[config.mk]
export PLATFORM = sky130hd
export DESIGN_NAME = ignition_window_sequencer_flat
export DESIGN_NICKNAME = d
export VERILOG_FILES = /design/src/hdl/iws_pkg.sv /design/src/hdl/iws_in_if.sv /design/src/hdl/iws_out_if.sv /design/src/hdl/iws_cfg_if.sv /design/src/hdl/iws_cfg_regs.sv /design/src/hdl/iws_core.sv /design/src/hdl/ignition_window_sequencer.sv /design/src/flat_wrapper.sv
export SDC_FILE = /design/constraint.sdc
export NUM_CORES = 1
export LEC_CHECK = 0
export ABC_AREA = 0
export ABC_CLOCK_PERIOD_IN_PS = 5700
export BUFFER_PORTS_ARGS = -buffer_cell sky130_fd_sc_hd__buf_4
export CAP_MARGIN = 15
export CORE_ASPECT_RATIO = 1.75
export CORE_MARGIN = 4
export CORE_UTILIZATION = 50
export DETAILED_ROUTE_END_ITERATION = 16
export PLACE_DENSITY = 0.66
export SYNTH_ARGS = -nofsm -noshare
export SYNTH_HDL_FRONTEND = slang
export SYNTH_SLANG_ARGS = --single-unit
export TNS_END_PERCENT = 30
[constraint.sdc]
create_clock -name clk_i -period 5.7 [get_ports clk_i]
set_input_delay 0.57 -clock clk_i [delete_from_list [all_inputs] [get_ports clk_i]]
set_output_delay 0.57 -clock clk_i [all_outputs]
set_load 0.05 [all_outputs]
[src/hdl/iws_pkg.sv]
// ----------------------------------------------------------------------------
// Ignition window sequencer package
// Shared widths, register indexes, phase codes and the structs that carry
// configuration, one input tick and one result between the modules.
// ----------------------------------------------------------------------------
package iws_pkg;

  localparam int unsigned CFG_IDX_W  = 4;
  localparam int unsigned CFG_DATA_W = 24;
  localparam int unsigned SAMPLE_W   = 12;
  localparam int unsigned CNT16_W    = 16;
  localparam int unsigned CNT24_W    = 24;
  localparam int unsigned PHASE_W    = 3;

  typedef enum logic [CFG_IDX_W-1:0] {
    REG_SENSOR_THRESHOLD = 4'd0,
    REG_SAMPLE_PERIOD    = 4'd1,
    REG_DEBOUNCE         = 4'd2,
    REG_WAIT_WINDOW      = 4'd3,
    REG_WINDOW_LENGTH    = 4'd4,
    REG_SEP_DELAY        = 4'd5,
    REG_SLEEP_AFTER      = 4'd6,
    REG_LOG_PERIOD       = 4'd7
  } reg_idx_e;

  typedef enum logic [PHASE_W-1:0] {
    PH_INIT    = 3'd0,
    PH_GROUND  = 3'd1,
    PH_FLYING  = 3'd2,
    PH_WINDOW  = 3'd3,
    PH_INHIBIT = 3'd4,
    PH_GND_CFG = 3'd5
  } phase_e;

  localparam logic [SAMPLE_W-1:0] RST_SENSOR_THRESHOLD = 12'd2048;
  localparam logic [CNT16_W-1:0]  RST_SAMPLE_PERIOD    = 16'd10;
  localparam logic [CNT16_W-1:0]  RST_DEBOUNCE         = 16'd100;
  localparam logic [CNT24_W-1:0]  RST_WAIT_WINDOW      = 24'd5000;
  localparam logic [CNT24_W-1:0]  RST_WINDOW_LENGTH    = 24'd2000;
  localparam logic [CNT24_W-1:0]  RST_SEP_DELAY        = 24'd500;
  localparam logic [CNT24_W-1:0]  RST_SLEEP_AFTER      = 24'd3600000;
  localparam logic [CNT16_W-1:0]  RST_LOG_PERIOD       = 16'd1000;

  typedef struct packed {
    logic [SAMPLE_W-1:0] sensor_threshold;
    logic [CNT16_W-1:0]  sample_period_ms;
    logic [CNT16_W-1:0]  debounce_ms;
    logic [CNT24_W-1:0]  wait_before_window_ms;
    logic [CNT24_W-1:0]  window_length_ms;
    logic [CNT24_W-1:0]  separation_delay_ms;
    logic [CNT24_W-1:0]  sleep_after_ms;
    logic [CNT16_W-1:0]  log_period_ms;
  } cfg_t;

  typedef struct packed {
    logic                umbilical_out;
    logic                switch_one;
    logic                switch_two;
    logic                nose_switch;
    logic                trajectory_ok;
    logic [SAMPLE_W-1:0] sensor_sample;
  } item_t;

  typedef struct packed {
    logic [PHASE_W-1:0] phase;
    logic               ignite_n;
    logic               separated_flag;
    logic               status_indicator;
    logic               log_request;
    logic               sleep_request;
  } res_t;

  // Counter increment that sticks at the all-ones value.
  function automatic logic [CNT24_W-1:0] sat24_inc(input logic [CNT24_W-1:0] v);
    logic [CNT24_W-1:0] r;
    r = (&v) ? v : v + 24'd1;
    return r;
  endfunction

endpackage

[src/hdl/iws_in_if.sv]
// ----------------------------------------------------------------------------
// Input tick channel
// Valid/ready channel carrying the pin levels and ADC sample of one tick.
// ----------------------------------------------------------------------------
interface iws_in_if;
  import iws_pkg::*;

  logic                valid;
  logic                ready;
  logic                umbilical_out;
  logic                switch_one;
  logic                switch_two;
  logic                nose_switch;
  logic                trajectory_ok;
  logic [SAMPLE_W-1:0] sensor_sample;

  modport source (
    output valid, umbilical_out, switch_one, switch_two, nose_switch,
           trajectory_ok, sensor_sample,
    input  ready
  );
  modport sink (
    input  valid, umbilical_out, switch_one, switch_two, nose_switch,
           trajectory_ok, sensor_sample,
    output ready
  );
endinterface

[src/hdl/iws_out_if.sv]
// ----------------------------------------------------------------------------
// Result channel
// Valid/ready channel carrying the sequencer outputs of one tick.
// ----------------------------------------------------------------------------
interface iws_out_if;
  import iws_pkg::*;

  logic               valid;
  logic               ready;
  logic [PHASE_W-1:0] phase;
  logic               ignite_n;
  logic               separated_flag;
  logic               status_indicator;
  logic               log_request;
  logic               sleep_request;

  modport source (
    output valid, phase, ignite_n, separated_flag, status_indicator,
           log_request, sleep_request,
    input  ready
  );
  modport sink (
    input  valid, phase, ignite_n, separated_flag, status_indicator,
           log_request, sleep_request,
    output ready
  );
endinterface

[src/hdl/iws_cfg_if.sv]
// ----------------------------------------------------------------------------
// Configuration write channel
// Valid/ready channel carrying a register index and its write data.
// ----------------------------------------------------------------------------
interface iws_cfg_if;
  import iws_pkg::*;

  logic                  valid;
  logic                  ready;
  logic [CFG_IDX_W-1:0]  index;
  logic [CFG_DATA_W-1:0] data;

  modport source (output valid, index, data, input ready);
  modport sink   (input valid, index, data, output ready);
endinterface

[src/hdl/iws_cfg_regs.sv]
// ----------------------------------------------------------------------------
// Configuration registers
// Holds the eight sequencer settings; writes to unknown indexes are dropped.
// ----------------------------------------------------------------------------
module iws_cfg_regs (
  input  logic          clk_i,
  input  logic          rst_ni,
  iws_cfg_if.sink       cfg_i,
  output iws_pkg::cfg_t cfg_o
);
  import iws_pkg::*;

  cfg_t cfg_q;

  assign cfg_i.ready = 1'b1;
  assign cfg_o       = cfg_q;

  always_ff @(posedge clk_i or negedge rst_ni) begin
    if (!rst_ni) begin
      cfg_q.sensor_threshold      <= RST_SENSOR_THRESHOLD;
      cfg_q.sample_period_ms      <= RST_SAMPLE_PERIOD;
      cfg_q.debounce_ms           <= RST_DEBOUNCE;
      cfg_q.wait_before_window_ms <= RST_WAIT_WINDOW;
      cfg_q.window_length_ms      <= RST_WINDOW_LENGTH;
      cfg_q.separation_delay_ms   <= RST_SEP_DELAY;
      cfg_q.sleep_after_ms        <= RST_SLEEP_AFTER;
      cfg_q.log_period_ms         <= RST_LOG_PERIOD;
    end else if (cfg_i.valid && cfg_i.ready) begin
      case (reg_idx_e'(cfg_i.index))
        REG_SENSOR_THRESHOLD: cfg_q.sensor_threshold      <= cfg_i.data[SAMPLE_W-1:0];
        REG_SAMPLE_PERIOD:    cfg_q.sample_period_ms      <= cfg_i.data[CNT16_W-1:0];
        REG_DEBOUNCE:         cfg_q.debounce_ms           <= cfg_i.data[CNT16_W-1:0];
        REG_WAIT_WINDOW:      cfg_q.wait_before_window_ms <= cfg_i.data[CNT24_W-1:0];
        REG_WINDOW_LENGTH:    cfg_q.window_length_ms      <= cfg_i.data[CNT24_W-1:0];
        REG_SEP_DELAY:        cfg_q.separation_delay_ms   <= cfg_i.data[CNT24_W-1:0];
        REG_SLEEP_AFTER:      cfg_q.sleep_after_ms        <= cfg_i.data[CNT24_W-1:0];
        REG_LOG_PERIOD:       cfg_q.log_period_ms         <= cfg_i.data[CNT16_W-1:0];
        default: begin
        end
      endcase
    end
  end

endmodule

[src/hdl/iws_core.sv]
// ----------------------------------------------------------------------------
// Sequencer core
// Phase machine, tick timers and separation vote; computes one result per
// step from the registered input tick and updates the state on that step.
// ----------------------------------------------------------------------------
module iws_core (
  input  logic           clk_i,
  input  logic           rst_ni,
  input  logic           step_i,
  input  iws_pkg::item_t item_i,
  input  iws_pkg::cfg_t  cfg_i,
  output iws_pkg::res_t  res_o
);
  import iws_pkg::*;

  phase_e              phase_q, phase_d;
  logic [CNT24_W-1:0]  since_takeoff_q, since_takeoff_d;
  logic [CNT16_W-1:0]  debounce_q, debounce_d;
  logic [CNT24_W-1:0]  since_sep_q, since_sep_d;
  logic [CNT16_W-1:0]  sample_timer_q, sample_timer_d;
  logic [CNT16_W-1:0]  log_timer_q, log_timer_d;
  logic                separated_q, separated_d;
  logic                contact_q, contact_d;
  logic                ignite_n_q, ignite_n_d;

  logic [CNT16_W:0]    log_next;
  logic [CNT24_W:0]    window_end;
  logic                log_req, sleep_req, ind;
  logic                armed;

  always_comb begin
    log_next   = {1'b0, log_timer_q} + 17'd1;
    window_end = {1'b0, cfg_i.wait_before_window_ms} + {1'b0, cfg_i.window_length_ms};
    log_req    = 1'b0;
    sleep_req  = 1'b0;
    ind        = 1'b1;

    if (log_next >= {1'b0, cfg_i.log_period_ms}) begin
      log_req     = 1'b1;
      log_timer_d = '0;
    end else begin
      log_timer_d = log_next[CNT16_W-1:0];
    end

    since_sep_d = separated_q ? sat24_inc(since_sep_q) : '0;

    contact_d   = contact_q;
    separated_d = separated_q;
    if (sample_timer_q >= cfg_i.sample_period_ms) begin
      sample_timer_d = '0;
      contact_d      = item_i.sensor_sample > cfg_i.sensor_threshold;
      // Separated when at least two of the three sensors say so.
      separated_d    = (!item_i.switch_one && !item_i.switch_two) ||
                       (!item_i.switch_one && !contact_d) ||
                       (!item_i.switch_two && !contact_d);
    end else begin
      sample_timer_d = sample_timer_q + 16'd1;
    end

    since_takeoff_d = since_takeoff_q;
    if (!(phase_q inside {PH_INIT, PH_GROUND, PH_GND_CFG})) begin
      since_takeoff_d = sat24_inc(since_takeoff_q);
    end

    phase_d    = phase_q;
    debounce_d = debounce_q;
    ignite_n_d = ignite_n_q;
    armed      = separated_d && !item_i.nose_switch && item_i.trajectory_ok;

    case (phase_q)
      PH_INIT: begin
        phase_d         = item_i.umbilical_out ? PH_GND_CFG : PH_GROUND;
        since_takeoff_d = '0;
        log_req         = 1'b1;
      end
      PH_GROUND: begin
        ind = separated_d;
        if (item_i.umbilical_out) begin
          if (debounce_q >= cfg_i.debounce_ms) begin
            since_takeoff_d = {{(CNT24_W-CNT16_W){1'b0}}, debounce_q};
            debounce_d      = '0;
            phase_d         = PH_FLYING;
            log_req         = 1'b1;
          end else begin
            debounce_d = debounce_q + 16'd1;
          end
        end else begin
          debounce_d = '0;
        end
      end
      PH_FLYING: begin
        ind = !armed;
        if (since_takeoff_d > cfg_i.wait_before_window_ms) begin
          phase_d = PH_WINDOW;
          log_req = 1'b1;
        end
      end
      PH_WINDOW: begin
        ignite_n_d = !((since_sep_d > cfg_i.separation_delay_ms) &&
                       !item_i.nose_switch && item_i.trajectory_ok);
        ind        = !armed;
        if ({1'b0, since_takeoff_d} > window_end) begin
          ignite_n_d = 1'b1;
          ind        = 1'b1;
          phase_d    = PH_INHIBIT;
          log_req    = 1'b1;
        end
      end
      PH_GND_CFG: begin
        ind = separated_d;
      end
      default: begin
        ignite_n_d = 1'b1;
        if (since_takeoff_d > cfg_i.sleep_after_ms) begin
          sleep_req = 1'b1;
          log_req   = 1'b1;
        end
      end
    endcase

    res_o.phase            = phase_d;
    res_o.ignite_n         = ignite_n_d;
    res_o.separated_flag   = separated_d;
    res_o.status_indicator = ind;
    res_o.log_request      = log_req;
    res_o.sleep_request    = sleep_req;
  end

  always_ff @(posedge clk_i or negedge rst_ni) begin
    if (!rst_ni) begin
      phase_q         <= PH_INIT;
      since_takeoff_q <= '0;
      debounce_q      <= '0;
      since_sep_q     <= '0;
      sample_timer_q  <= '0;
      log_timer_q     <= '0;
      separated_q     <= 1'b1;
      contact_q       <= 1'b0;
      ignite_n_q      <= 1'b1;
    end else if (step_i) begin
      phase_q         <= phase_d;
      since_takeoff_q <= since_takeoff_d;
      debounce_q      <= debounce_d;
      since_sep_q     <= since_sep_d;
      sample_timer_q  <= sample_timer_d;
      log_timer_q     <= log_timer_d;
      separated_q     <= separated_d;
      contact_q       <= contact_d;
      ignite_n_q      <= ignite_n_d;
    end
  end

  // Ignition can only be held active while the window phase is current.
  a_ignite_in_window: assert property (@(posedge clk_i) disable iff (!rst_ni)
    !ignite_n_q |-> phase_q == PH_WINDOW)
    else $error("ignition active outside the window phase");

  // The init phase lasts exactly one tick.
  a_init_one_tick: assert property (@(posedge clk_i) disable iff (!rst_ni)
    step_i && phase_q == PH_INIT |=> phase_q == PH_GROUND || phase_q == PH_GND_CFG)
    else $error("init phase did not resolve after one tick");

endmodule

[src/hdl/ignition_window_sequencer.sv]
// ----------------------------------------------------------------------------
// Ignition window sequencer
// Rocket ignition sequencer: one millisecond tick per request, with a
// registered input stage, the phase/timer core and a registered result stage.
// ----------------------------------------------------------------------------
// Path: an accepted request is held in the input stage, and the core result is
// loaded into the result register once that register is empty or being read.
// Throughput: one request per cycle unless the consumer stalls; the input stage
// and result register let a new request in while a finished result is blocked.
// Reset: asynchronous, active low; all phase state, timers and settings
// return to their defaults and both stages come up empty.
module ignition_window_sequencer (
  input  logic     clk_i,
  input  logic     rst_ni,
  iws_in_if.sink   in_i,
  iws_out_if.source res_o,
  iws_cfg_if.sink  cfg_i
);
  import iws_pkg::*;

  cfg_t  cfg;
  item_t in_q;
  logic  in_v_q;
  res_t  res_d, res_q;
  logic  res_v_q;
  logic  advance;

  iws_cfg_regs u_cfg (
    .clk_i  (clk_i),
    .rst_ni (rst_ni),
    .cfg_i  (cfg_i),
    .cfg_o  (cfg)
  );

  iws_core u_core (
    .clk_i  (clk_i),
    .rst_ni (rst_ni),
    .step_i (advance),
    .item_i (in_q),
    .cfg_i  (cfg),
    .res_o  (res_d)
  );

  assign advance    = in_v_q && (!res_v_q || res_o.ready);
  assign in_i.ready = !in_v_q || advance;

  always_ff @(posedge clk_i or negedge rst_ni) begin
    if (!rst_ni) begin
      in_v_q  <= 1'b0;
      res_v_q <= 1'b0;
    end else begin
      if (in_i.valid && in_i.ready) begin
        in_v_q <= 1'b1;
      end else if (advance) begin
        in_v_q <= 1'b0;
      end
      if (advance) begin
        res_v_q <= 1'b1;
      end else if (res_o.ready) begin
        res_v_q <= 1'b0;
      end
    end
  end

  always_ff @(posedge clk_i) begin
    if (in_i.valid && in_i.ready) begin
      in_q.umbilical_out <= in_i.umbilical_out;
      in_q.switch_one    <= in_i.switch_one;
      in_q.switch_two    <= in_i.switch_two;
      in_q.nose_switch   <= in_i.nose_switch;
      in_q.trajectory_ok <= in_i.trajectory_ok;
      in_q.sensor_sample <= in_i.sensor_sample;
    end
    if (advance) begin
      res_q <= res_d;
    end
  end

  assign res_o.valid            = res_v_q;
  assign res_o.phase            = res_q.phase;
  assign res_o.ignite_n         = res_q.ignite_n;
  assign res_o.separated_flag   = res_q.separated_flag;
  assign res_o.status_indicator = res_q.status_indicator;
  assign res_o.log_request      = res_q.log_request;
  assign res_o.sleep_request    = res_q.sleep_request;

  // The input side only stalls when both stages are full and the output is blocked.
  a_stall_only_when_full: assert property (@(posedge clk_i) disable iff (!rst_ni)
    !in_i.ready |-> in_v_q && res_v_q && !res_o.ready)
    else $error("input stalled while a stage had room");

  // A sleep request always comes with a log request.
  a_sleep_logs: assert property (@(posedge clk_i) disable iff (!rst_ni)
    res_v_q && res_q.sleep_request |-> res_q.log_request)
    else $error("sleep request without log request");

endmodule

[src/flat_wrapper.sv]
// flat-port wrapper written by rule: the top's interface ports become plain ports
module ignition_window_sequencer_flat import iws_pkg::*;
  (clk_i, rst_ni, in_i_valid, in_i_umbilical_out, in_i_switch_one, in_i_switch_two, in_i_nose_switch, in_i_trajectory_ok, in_i_sensor_sample, in_i_ready, res_o_valid, res_o_phase, res_o_ignite_n, res_o_separated_flag, res_o_status_indicator, res_o_log_request, res_o_sleep_request, res_o_ready, cfg_i_valid, cfg_i_index, cfg_i_data, cfg_i_ready);
  iws_in_if in_i_i ();
  iws_out_if res_o_i ();
  iws_cfg_if cfg_i_i ();
  input  logic clk_i;
  input  logic rst_ni;
  input wire logic [$bits(in_i_i.valid)-1:0] in_i_valid;
  input wire logic [$bits(in_i_i.umbilical_out)-1:0] in_i_umbilical_out;
  input wire logic [$bits(in_i_i.switch_one)-1:0] in_i_switch_one;
  input wire logic [$bits(in_i_i.switch_two)-1:0] in_i_switch_two;
  input wire logic [$bits(in_i_i.nose_switch)-1:0] in_i_nose_switch;
  input wire logic [$bits(in_i_i.trajectory_ok)-1:0] in_i_trajectory_ok;
  input wire logic [$bits(in_i_i.sensor_sample)-1:0] in_i_sensor_sample;
  output wire logic [$bits(in_i_i.ready)-1:0] in_i_ready;
  output wire logic [$bits(res_o_i.valid)-1:0] res_o_valid;
  output wire logic [$bits(res_o_i.phase)-1:0] res_o_phase;
  output wire logic [$bits(res_o_i.ignite_n)-1:0] res_o_ignite_n;
  output wire logic [$bits(res_o_i.separated_flag)-1:0] res_o_separated_flag;
  output wire logic [$bits(res_o_i.status_indicator)-1:0] res_o_status_indicator;
  output wire logic [$bits(res_o_i.log_request)-1:0] res_o_log_request;
  output wire logic [$bits(res_o_i.sleep_request)-1:0] res_o_sleep_request;
  input wire logic [$bits(res_o_i.ready)-1:0] res_o_ready;
  input wire logic [$bits(cfg_i_i.valid)-1:0] cfg_i_valid;
  input wire logic [$bits(cfg_i_i.index)-1:0] cfg_i_index;
  input wire logic [$bits(cfg_i_i.data)-1:0] cfg_i_data;
  output wire logic [$bits(cfg_i_i.ready)-1:0] cfg_i_ready;
  assign in_i_i.valid = in_i_valid;
  assign in_i_i.umbilical_out = in_i_umbilical_out;
  assign in_i_i.switch_one = in_i_switch_one;
  assign in_i_i.switch_two = in_i_switch_two;
  assign in_i_i.nose_switch = in_i_nose_switch;
  assign in_i_i.trajectory_ok = in_i_trajectory_ok;
  assign in_i_i.sensor_sample = in_i_sensor_sample;
  assign in_i_ready = in_i_i.ready;
  assign res_o_valid = res_o_i.valid;
  assign res_o_phase = res_o_i.phase;
  assign res_o_ignite_n = res_o_i.ignite_n;
  assign res_o_separated_flag = res_o_i.separated_flag;
  assign res_o_status_indicator = res_o_i.status_indicator;
  assign res_o_log_request = res_o_i.log_request;
  assign res_o_sleep_request = res_o_i.sleep_request;
  assign res_o_i.ready = res_o_ready;
  assign cfg_i_i.valid = cfg_i_valid;
  assign cfg_i_i.index = cfg_i_index;
  assign cfg_i_i.data = cfg_i_data;
  assign cfg_i_ready = cfg_i_i.ready;
  ignition_window_sequencer u_core (.clk_i(clk_i), .rst_ni(rst_ni), .in_i(in_i_i), .res_o(res_o_i), .cfg_i(cfg_i_i));
endmodule
### After elaboration in Yosys (flattened, before gate mapping)

Cells that the tools add are included.

| storage, ports and cells | value |
|---|---|
| register bits after elaboration | 284 |
| output and inout port bits | 11 |
| logic and storage cells | 129 |
| bits of input ports | 50 |

| operators by class | value |
|---|---|
| eq/ne operators | 11 |
| reduce and logical (&&, ||, !) cells | 40 |
| $add $sub $neg | 6 |
| multiplexer cells | 34 |
| $lt $le $gt $ge | 8 |

Operators with widths:

| cell | number |
|---|---|
| 24-bit two-way mux | 6 |
| 24-bit greater-than comparator | 3 |
| 16-bit two-way mux | 4 |
| 24-bit by 1-bit adder with 24-bit output, second input constant | 2 |
| 24-bit one-hot mux with 2 select lines | 1 |
| 24-bit AND reduction | 2 |
| 16-bit by 1-bit adder with 16-bit output, second input constant | 2 |
| 16-bit >= comparator | 2 |
| 24-bit by 24-bit adder with 25-bit output | 1 |
| 24-bit by 25-bit greater-than comparator with 1-bit output | 1 |
| 2-bit AND reduction | 9 |
| 16-bit by 1-bit adder with 17-bit output, second input constant | 1 |
| 17-bit by 16-bit >= comparator with 1-bit output | 1 |
| 4-bit by 3-bit == test with 1-bit output, second input constant | 4 |
| 3-bit two-way mux | 5 |
| 1-bit two-way mux | 14 |
| 12-bit greater-than comparator | 1 |
| 3-bit one-hot mux with 4 select lines | 1 |
| 1-bit logical AND | 9 |
| 4-bit by 2-bit == test with 1-bit output, second input constant | 2 |
| 1-bit zero test | 8 |
| 3-bit by 2-bit == test with 1-bit output, second input constant | 2 |
| 1-bit one-hot mux with 5 select lines | 1 |
| 5-bit OR reduction | 1 |
| other kinds (12) | 16 |

### Longest topological paths before layout

Gate-level depths: netlist of run 1.

| logic depth | value |
|---|---|
| depth in word-level cells | 11 |
| gate-level depth with buffers | 19 |
| mapped depth without buffers | 19 |

### By module

Synthesis of run 1 repeated with hierarchy kept, for this count alone.

| unflattened totals | value |
|---|---|
| cells, all modules | 1752 |
| area, all modules | 18220.0 um^2 |

Modules (own cells, without submodules):

| module | instances | sequential area each (um^2) | cells an instance | area each (um^2) |
|---|---|---|---|---|
| iws_core | 1 | 2529.9 | 1377 | 11254.5 |
| iws_cfg_regs | 1 | 3953.8 | 342 | 6110.9 |
| ignition_window_sequencer | 1 | 800.8 | 33 | 854.6 |

### Least setup slack after synthesis of run 1

Ideal clock, no wire load.

| timing | value |
|---|---|
| kind | register to register |
| start | register u_core.u_cfg.cfg_q, in the netlist u_core.u_cfg.cfg_o[88] |
| end | register u_core.res_q, in the netlist u_core.res_o.phase[2], data pin |
| arrival | 4299 ps |
| setup time | 265 ps |
| cell stages (with the launch flop) | 18 |
| clock period less this slack | 4564 ps |
| path buffers | 0 |
| required time | 5435 ps |
| setup slack | 1136 ps |
| cell sequence | dfrtp_1 ha_1 fa_1 a211oi_1 o211ai_1 a221o_1 o211ai_2 nor2_1 o41ai_1 xor2_1 ha_1 nand4_1 or4b_1 nor4_1 a211oi_1 o211a_2 and3_4 a311o_1 |

RTL lines:

| what | line | text |
|---|---|---|
| start, declared | iws_cfg_regs.sv:13 | `cfg_t cfg_q;` |
| end signal, assigned | ignition_window_sequencer.sv:75 | `res_q <= res_d;` |
| end, declared | ignition_window_sequencer.sv:24 | `res_t res_d, res_q;` |

==> run_results.csv, run 1 <==
group,metric,value,unit
logic_synthesis,synth_edf_count,25,
global_routing,grt_pass1_wl,72800,µm
final_layout,final_core_utilization,56.4,%
worst_setup_path,crit_path_cell_trace,"ha_1 -> fa_1 -> a211oi_1 -> o211ai_1 -> a221o_1 -> o211ai_2 -> nor2_1 -> o41ai_1 -> xor2_1 -> ha_1 -> nand4_1 -> or4b_1 -> nor4_1 -> a211oi_1 -> o211a_2 -> and3_4 -> a211oi_1 -> o21ai_1",
clock_tree,cts.repair.resized,0,
worst_setup_path,critical_path_class,"reg -> reg",
floorplanning,dieArea,0.0383,mm²
timing,post-route-period-util,93.2,%
routing,drt_pass1_iterations,5,
routing,wl_per_cell,19.1,µm
floorplanning,die_width,150,µm
routing,ant_nets,0,
timing,max_freq,188,MHz
timing,holdWs,-0.000321,ns
clock_tree,post-cts-setup-buffer-count,0,
global_routing,grt_pass1_vias,13800,
floorplanning,num_rows,90,
logic_synthesis,yosysWarnings,0,
run_status,violations,"negative hold slack",
routing,drc_errors,0,
logic_synthesis,synth_top_flop_cell,"dfrtp_1",
hold_path,hold_path_class,"in -> async",
clock_tree,htreeDepth,1,
timing,hold_violations,1,
logic_synthesis,synth_cell_types,78,
worst_setup_path,crit_top_cell,"a211oi_1",
floorplanning,initial_core_util,50.8,%
routing,drtIter0Drc,681,
worst_setup_path,crit_path_end_kind,"register",
clock_tree,numCtsBuffers,29,
global_routing,grt_max_degree,127,
logic_synthesis,synth_nets,2101,
final_layout,final_common_cell,"nand2_1",
global_routing,antenna_found_initial,0,
worst_setup_path,cp_top_family,"compound AO/OA/AOI/OAI gates",
placed_design,hpwlAfterDp,33400,µm
worst_setup_path,slowest_stage,"or4b_1",
worst_setup_path,crit_fanout,7,
clock_tree,clkSinkCount,284,
global_routing,grtUsageTotal,23.9,%
timing,rsz0062_at_grt,"no",
global_routing,grt-ovfl-total,0,
clock_tree,hold_buffers,0,
timing,tns,0,ns
logic_synthesis,syn_area_per_cell,9.42,µm²
logic_synthesis,netlist_area,0.0176,mm²
clock_tree,cts_tree,"yes",
final_layout,drive_gt1_share,13.4,%
timing,min_period,5.31,ns
worst_setup_path,worst_ep_arrival_time,5.57,ns
timing,final_max_slew_viol_count,0,
logic_synthesis,ys_seq_elements,284,
logic_synthesis,async_flop_share,91.2,%
timing,relSlewSlack,25.5,%
run,max_cap_viol_count,0,
worst_setup_path,critical_path_required,5.96,ns
clock_tree,root_buffer,"clkbuf_16",
routing,num_vias,13700,
routing,routed_wl,45600,µm
final_layout,stdcell_count,2388,
routing,avgViaCountPerCell,5.75,
placed_design,globalplace.congestion,0.884,
placed_design,dp_cells,2335,
clock_tree,ctsLongestPathBuffers,3,
floorplanning,core,0.0346,mm²
logic_synthesis,yosysSeqAreaShare,41.5,%
final_layout,area_growth,11.1,%
worst_setup_path,crit_buf_inv,0,
timing,skew,0.0284,ns
power,power.density,364,mW/mm²
worst_setup_path,crit_cells,18,
final_layout,fin_nets,2142,
timing,worstMarginPinSlew,1.11,ns
power,vdd_drop_max,0.289,mV
final_layout,layout_common_cells,"228 x nand2_1, 217 x dfrtp_1, 185 x ha_1, 158 x o21ai_0, 151 x inv_1",
timing,setup_viol,0,
worst_setup_path,startpoint_type,"register",
placed_design,port_buffers,59,
worst_setup_path,critPathMaxStageDelay,0.51,ns
worst_setup_path,ff2ff_path_depth,18,
floorplanning,io_pins,61,
power,power.leakage,9.20,nW
floorplanning,die_h,256,µm
clock_tree,clock_latency,0.57,ns
logic_synthesis,syn-instance-count,1865,
run_status,status,"finished, violations left",
clock_tree,clk_pin_slew,0.06,ns
final_layout,diodes,0,
[sequential cells by signal, summed over array words and instances (netlist names), 3 cells and up]
name / count
u_core.u_cfg.cfg_o: 156
u_core.u_core.since_sep_q: 24
u_core.u_core.since_takeoff_q: 24
u_core.in_q: 17
u_core.u_core.debounce_q: 16
u_core.u_core.log_timer_q: 16
u_core.u_core.sample_timer_q: 16
u_core.res_o.phase: 3
u_core.u_core.phase_q: 3
[report_power, final]
| part | switching, mW | internal (mW) |
|---|---|---|
| Combinational | 1.38 | 0.945 |
| Clock | 0.819 | 1.23 |
| Sequential | 0.268 | 2.46 |
[path summary, 6_finish.rpt]
kind	slack (ns)	startpoint	to
setup / recovery	0.39	u_core.u_cfg.cfg_o[88]$_DFFE_PN0P_	u_core.res_o.log_request$_DFFE_PP_
hold / removal	-0.0003	rst_ni	u_core.u_core.since_sep_q[9]$_DFFE_PN0P_
setup reg to reg	0.39	u_core.u_cfg.cfg_o[88]$_DFFE_PN0P_	u_core.res_o.log_request$_DFFE_PP_
hold reg to reg	0.51	u_core.u_cfg.cfg_o[121]$_DFFE_PN0P_	u_core.u_cfg.cfg_o[121]$_DFFE_PN0P_
max in group asynchronous	4.44	rst_ni	u_core.u_core.debounce_q[6]$_DFFE_PN0P_
min in group clk_i	0.19	in_i_sensor_sample[1]	u_core.in_q[1]$_DFFE_PP_
[cells by family after synthesis]
group / synth area share [%]
multiplexers: 5.04
other: 0.0214
buffers and inverters: 4.79
flip-flops: 41.5
AO/OA/AOI/OAI: 14.4
adder cells (fa/ha/maj): 13.4
AND/OR/NAND/NOR: 15.9
XOR/XNOR: 5.04
[through the flow]
stage	worst slack [ns]	instance area (µm²)	total power [mW]	hold WS, ns
finish	0.388	19500	7.10	-0.000321
global route	0.125	19500	7.58	0.0330
CTS	0.439	19500	7.15	0.00388
detailed placement	0.481	18500	5.06	0.493
global placement	0.723	18500	4.97	0.487
floorplan	1.14	17600	4.37	0.274
[cells in the mapped netlist, drive strengths merged, types with 4 or more instances]
cell	n	area, µm²
o21ai	168	841
nand2b	18	113
or3	8	50.1
a22o	14	123
nand3	64	320
nand2	229	860
edfxtp	25	751
xnor2	43	377
mux2i	4	40.0
nor2	109	412
nand3b	4	30.0
o211ai	9	72.6
and3	28	180
o2111ai	4	35.0
o31ai	15	118
a22oi	13	97.6
a21oi	77	385
buf	14	71.3
clkbuf	53	199
mux2	75	845
nor3b	5	37.5
a21o	34	255
o41ai	4	35.0
and4	10	87.6
dfstp	42	1100
dfrtp	217	5430
nor3	22	110
nor4	11	81.3
a31oi	14	87.6
ha	185	2310
xor2	58	508
nor2b	12	75.1
a211oi	11	82.6
o21a	8	60.1
nand4	45	288
a2111oi	5	43.8
inv	151	567
o21bai	5	37.5
and2	9	56.3
[per-layer routing]
layer | share of wire, % | global-route usage (%)
met1 | 39 | 27.9
met2 | 53 | 43.6
met3 | 3.7 | 2.64
met4 | 4.7 | 10.5
met5 | 0 | 0
[cell type report]
type | instances | area (µm²)
clock buffers | 41 | 863
flip-flops and latches | 284 | 7280
repair buffers | 77 | 598
fillers | 3168 | 15100
clock inverters | 12 | 165
multi-input cells | 1362 | 9450
inverters | 152 | 571
well taps | 460 | 576
Power figures use the tool's default switching activity.
==> inputs of run 2 (changes only) <==
- BUFFER_PORTS_ARGS: -buffer_cell sky130_fd_sc_hd__buf_4 -> not set
- DONT_BUFFER_PORTS: not set -> 1
- MAX_ROUTING_LAYER: not set -> met4
- PLACE_DENSITY: 0.66 -> 0.65
==> run 2 against run 1 <==
The run still ends with negative hold slack left. Core utilization down 1.4 points. Clock-buffer cell count stayed put. Sequential share of layout area is 0.94 points higher. Via count fell by 2.0%.
==> run_results.csv, run 2 (same netlist as run 1, synthesis figures left out) <==
group,metric,value,unit
run_status,status,"finished, violations left",
run_status,violations,"negative hold slack",
power,vdd_drop_max,0.265,mV
routing,drt_pass1_iterations,5,
timing,post-route-period-util,93.4,%
global_routing,grt_pass1_wl,72700,µm
floorplanning,num_rows,90,
placed_design,hpwlAfterDp,33300,µm
final_layout,drive_gt1_share,11.0,%
clock_tree,ctsLongestPathBuffers,3,
floorplanning,core,0.0346,mm²
final_layout,layout_common_cells,"228 x nand2_1, 217 x dfrtp_1, 185 x ha_1, 158 x o21ai_0, 151 x inv_1",
worst_setup_path,critical_path_class,"reg -> reg",
routing,avgViaCountPerCell,5.78,
clock_tree,root_buffer,"clkbuf_16",
clock_tree,htreeDepth,1,
clock_tree,post-cts-setup-buffer-count,0,
power,power.leakage,8.91,nW
clock_tree,clkSinkCount,284,
floorplanning,io_pins,61,
clock_tree,clk_pin_slew,0.07,ns
routing,num_vias,13500,
clock_tree,clock_latency,0.57,ns
worst_setup_path,worst_ep_arrival_time,5.58,ns
final_layout,final_common_cell,"nand2_1",
global_routing,antenna_found_initial,0,
placed_design,port_buffers,0,
timing,max_freq,188,MHz
global_routing,grt-ovfl-total,0,
routing,drc_errors,0,
floorplanning,die_h,256,µm
worst_setup_path,r2r_slack,0.38,ns
floorplanning,dieArea,0.0383,mm²
timing,holdWs,-0.267,ns
routing,routed_wl,45300,µm
timing,relSlewSlack,31.2,%
run,max_cap_viol_count,0,
floorplanning,die_width,150,µm
global_routing,grt_pass1_vias,13600,
clock_tree,cts_tree,"yes",
routing,ant_nets,0,
timing,setup_viol,0,
routing,drtIter0Drc,630,
worst_setup_path,crit_path_end_kind,"register",
placed_design,globalplace.congestion,0.922,
routing,wl_per_cell,19.4,µm
timing,min_period,5.32,ns
worst_setup_path,crit_fanout,7,
final_layout,area_growth,8.36,%
final_layout,diodes,0,
final_layout,fin_nets,2085,
power,p_total,6.92,mW
final_layout,largest_register_ffs,156,
timing,tns,0,ns
worst_setup_path,ff2ff_path_depth,18,
timing,rsz0062_at_grt,"no",
power,power.density,364,mW/mm²
timing,skew,0.0256,ns
hold_path,hold_path_class,"in -> async",
worst_setup_path,startpoint_type,"register",
timing,final_max_slew_viol_count,0,
timing,hold_violations,224,
global_routing,grt_max_degree,260,
worst_setup_path,critical_path_required,5.96,ns
global_routing,grtUsageTotal,24.5,%
clock_tree,numCtsBuffers,29,
floorplanning,initial_core_util,50.8,%
timing,worstMarginPinSlew,1.01,ns
clock_tree,cts.repair.resized,0,
[run 2: cell count changes in the layout (fill, tap and decap cells not counted), sizes merged]
| cell | delta |
|---|---|
| bufinv | -2 |
| clkinvlp | +1 |
| clkinv | +1 |
| buf | -57 |
| inv | -1 |
[run 2: per-stage QoR]
stage,setup slack (ns),instance area (µm²),instances,utilization [%]
3_3_place_gp,0.696,18000,2277,52.1
2_1_floorplan,1.14,17600,1865,-
6_report,0.379,19000,2330,55.0
3_5_place_dp,0.512,18000,2278,52.2
4_1_cts,0.465,19000,2330,55.0
5_1_grt,0.0616,19000,2330,55.0
[run 2: per-layer routing]
layer / share of wire [%] / GRT usage, % / wire length (µm) / vias up
met1: 38 / 27.2 / 17400 / 6532
met3: 4.1 / 2.99 / 1850 / 84
met4: 4.3 / 9.57 / 1960 / 0
met5: 0 / - / 0 / -
met2: 53 / 44.3 / 24100 / 289
li1: - / - / - / 6569
[run 2: path summary, 6_finish.rpt]
check,start,endpoint
setup reg to reg,u_core.u_cfg.cfg_o[88]$_DFFE_PN0P_,u_core.res_o.log_request$_DFFE_PP_
min in group clk_i,in_i_sensor_sample[5],u_core.in_q[5]$_DFFE_PP_
setup / recovery,u_core.u_cfg.cfg_o[88]$_DFFE_PN0P_,u_core.res_o.log_request$_DFFE_PP_
max in group asynchronous,rst_ni,u_core.u_cfg.cfg_o[72]$_DFFE_PN1P_
hold reg to reg,u_core.u_cfg.cfg_o[134]$_DFFE_PN0P_,u_core.u_cfg.cfg_o[134]$_DFFE_PN0P_
hold / removal,rst_ni,u_core.u_cfg.cfg_o[152]$_DFFE_PN0P_
[run 2: critical path, stage by stage (launching register included)]
cell and delay (ns):
dfrtp_1 0.40, ha_1 0.23, fa_1 0.44, a211oi_1 0.28, o211ai_1 0.14, a221o_1 0.39, o211ai_2 0.29, nor2_1 0.09
o41ai_1 0.41, xor2_1 0.13, ha_1 0.31, nand4_1 0.16, or4b_1 0.50, nor4_1 0.30, a211oi_1 0.09, o211a_2 0.23
and3_4 0.21, a211oi_1 0.26, o21ai_1 0.12
[run 2: final cells by class]
type	count	area [µm²]
fill	3109	15500
multi-input combinational	1362	9450
sequential	284	7280
clock buffer	41	882
tap	460	576
inverter	152	571
timing repair buffer	20	150
clock inverter	11	115
[run 2: power by group]
group | internal (mW) | switching (mW)
combinational | 0.905 | 1.26
clock | 1.16 | 0.830
sequential | 2.46 | 0.303
total | 4.53 | 2.39
==> inputs of run 3 (changes only) <==
- ABC_CLOCK_PERIOD_IN_PS: 5700 -> not set
- SYNTH_HIERARCHICAL: not set -> 1
==> run 3 against run 2 <==
The run still ends with negative hold slack left. Sequential power about the same. Clock skew shrank 0.0026 ns. Critical endpoint is now u_core/res_o.log_request$_DFFE_PP_. Non-clock buffer count down 5. Largest power group unchanged. Combinational power rose by 11%.
==> run_results.csv, run 3 <==
group,metric,value,unit
run_status,status,"finished, violations left",
run_status,violations,"negative hold slack",
routing,routed_wl,44300,µm
power,power.density,366,mW/mm²
routing,avgViaCountPerCell,5.78,
clock_tree,ctsLongestPathBuffers,3,
logic_synthesis,synth_edf_count,25,
power,vdd_drop_max,0.304,mV
global_routing,gr-usage-met2,41.7,%
final_layout,final_common_cell,"dfrtp_1",
routing,ant_nets,0,
timing,hold_violations,228,
placed_design,pre_cts_slack,0.866,ns
logic_synthesis,ys_seq_elements,284,
global_routing,grtUsageTotal,22.8,%
worst_setup_path,critical_path_class,"reg -> reg",
final_layout,seqCellArea,0.00728,mm²
worst_setup_path,startpoint_type,"register",
worst_setup_path,worst_ep_arrival_time,5.13,ns
routing,wl_per_cell,19.8,µm
global_routing,grt_pass1_vias,13200,
placed_design,port_buffers,0,
logic_synthesis,synth_top_area_share,29.8,%
global_routing,grt-ovfl-total,0,
timing,post-route-period-util,84.6,%
global_routing,use_met3,2.64,%
run,max_cap_viol_count,0,
hold_path,hold_path_class,"in -> async",
global_routing,grt_max_degree,260,
logic_synthesis,synth_top_flop_cell,"dfrtp_1",
timing,setup_viol,0,
worst_setup_path,critical_path_required,6.00,ns
timing,min_period,4.82,ns
logic_synthesis,syn-instance-count,1752,
power,power.leakage,9.01,nW
final_layout,fin_nets,1976,
floorplanning,die_width,152,µm
logic_synthesis,synth.most_common_cell,"dfrtp_1",
routing,drc_errors,0,
global_routing,gr-usage-met1,25.6,%
timing,skew,0.0230,ns
floorplanning,die_h,261,µm
global_routing,grt-busiest-layer,"met2",
clock_tree,htreeDepth,1,
logic_synthesis,netlist_area,0.0182,mm²
placed_design,hpwlAfterDp,32800,µm
floorplanning,initial_core_util,50.6,%
placed_design,globalplace.congestion,0.907,
logic_synthesis,synth_top_area_cell,"dfrtp_1",
logic_synthesis,yosysSeqAreaShare,40.0,%
timing,tns,0,ns
floorplanning,core,0.0360,mm²
logic_synthesis,synth_nets,1988,
clock_tree,clkSinkCount,284,
final_layout,fillers,3171,
timing,relSlewSlack,34.5,%
clock_tree,numCtsBuffers,28,
clock_tree,post-cts-setup-buffer-count,0,
logic_synthesis,async_flop_share,91.2,%
global_routing,antenna_found_initial,1,
logic_synthesis,synth_area_leaders,"dfrtp_1 30%, ha_1 13%, mux2_2 8.5%, dfstp_2 6.1%, edfxtp_1 4.1%",
floorplanning,dieArea,0.0397,mm²
clock_tree,clock_latency,0.57,ns
worst_setup_path,crit_fanout,7,
final_layout,layout_common_cells,"217 x dfrtp_1, 185 x ha_1, 154 x inv_1, 138 x mux2_2, 115 x nor2_1",
timing,max_freq,207,MHz
final_layout,drive_gt1_share,17.5,%
placed_design,placed_area,0.0186,mm²
final_layout,fin_area,0.0196,mm²
final_layout,largest_register_ffs,156,
routing,num_vias,12900,
timing,holdWs,-0.276,ns
timing,worstMarginPinSlew,0.955,ns
clock_tree,cts_tree,"yes",
final_layout,area_growth,7.31,%
routing,drtIter0Drc,603,
logic_synthesis,synth_cell_types,91,
logic_synthesis,yosysWarnings,6,
final_layout,multi_input_area,0.0100,mm²
final_layout,final_core_utilization,54.3,%
worst_setup_path,crit_path_end_kind,"register",
clock_tree,cts.repair.resized,0,
timing,setup_ws,0.878,ns
routing,drt_pass1_iterations,5,
timing,rsz0062_at_grt,"no",
clock_tree,root_buffer,"clkbuf_16",
timing,final_max_slew_viol_count,0,
clock_tree,clk_pin_slew,0.07,ns
logic_synthesis,syn_area_per_cell,10.4,µm²
global_routing,grt_pass1_wl,70700,µm
logic_synthesis,synth_commonest_cells,"217 x dfrtp_1, 185 x ha_1, 155 x inv_1",
floorplanning,num_rows,92,
floorplanning,io_pins,61,
## run 3: logic make-up (layout without fill, tap and decap cells)
group	count (synthesis)	after routing	share of synthesized area (%)
DFF	284	284	40.0
AOI/OAI and AO/OA	329	329	12.3
buffers and inverters	212	222	5.11
muxes	182	182	11.6
xor gates and xnor gates	95	95	4.57
and+or+nand+nor	463	463	13.7
adders and majority gates	186	186	12.8
other	1	3	0.0206
## run 3: layout make-up
cell class / instances / area share [%]
clock buffers: 34 / 3.85
repair buffers: 15 / 0.576
flip-flops and latches: 284 / 37.3
inverters: 155 / 2.98
diodes: 2 / 0.0256
clock inverters: 18 / 1.13
multi-input cells: 1256 / 51.2
well taps: 470 / 3.01
## run 3: worst paths after layout
path                                                     from                                  end  slack (ns)  depth (start not counted)
setup / recovery           u_core/u_cfg/cfg_o[88]$_DFFE_PN0P_   u_core/res_o.log_request$_DFFE_PP_        0.88                         18
hold / removal                                         rst_ni  u_core/u_cfg/cfg_o[141]$_DFFE_PN0P_       -0.28                          0
setup reg to reg           u_core/u_cfg/cfg_o[88]$_DFFE_PN0P_   u_core/res_o.log_request$_DFFE_PP_        0.88                         18
hold reg to reg            u_core/u_cfg/cfg_o[55]$_DFFE_PN0P_   u_core/u_cfg/cfg_o[55]$_DFFE_PN0P_        0.50                          1
max in group asynchronous                              rst_ni   u_core/u_cfg/cfg_o[25]$_DFFE_PN1P_        5.52                          0
min in group clk_i                      in_i_sensor_sample[2]             u_core/in_q[2]$_DFFE_PP_        0.09                          0
## run 3: metrics by stage
step | hold slack, ns | instances | total power, mW
after floorplan | 0.274 | 1752 | 4.59
after global placement | 0.286 | 2180 | 5.13
after detailed placement | 0.286 | 2180 | 5.22
after CTS | -0.322 | 2232 | 7.21
after global routing | -0.308 | 2233 | 7.65
final | -0.276 | 2234 | 7.16
## run 3: routing by layer
metal | wire length (µm) | vias to the layer above | share of wire (%)
met5 | 0 | - | 0
met4 | 1920 | 0 | 4.3
met3 | 1520 | 107 | 3.4
met2 | 23300 | 257 | 53
met1 | 17600 | 6285 | 40
li1 | - | 6257 | -
## run 3: power breakdown
part           internal (mW)  switching [mW]
sequential              2.46           0.331
combinational           1.11            1.30
clock                   1.13           0.825
total                   4.70            2.46
## run 3: critical path, cell delays in order (launching register included)
cell,delay (ns)
dfrtp_1,0.40
ha_1,0.22
fa_1,0.43
a211oi_1,0.27
o21ai_2,0.13
o21ai_1,0.24
a21boi_2,0.13
a21o_1,0.21
a21bo_2,0.21
a21oi_1,0.17
xor2_1,0.09
ha_1,0.30
nand4_1,0.12
or4_1,0.44
o41ai_2,0.20
nor4b_1,0.08
o211a_2,0.21
and2_1,0.18
or4_1,0.53
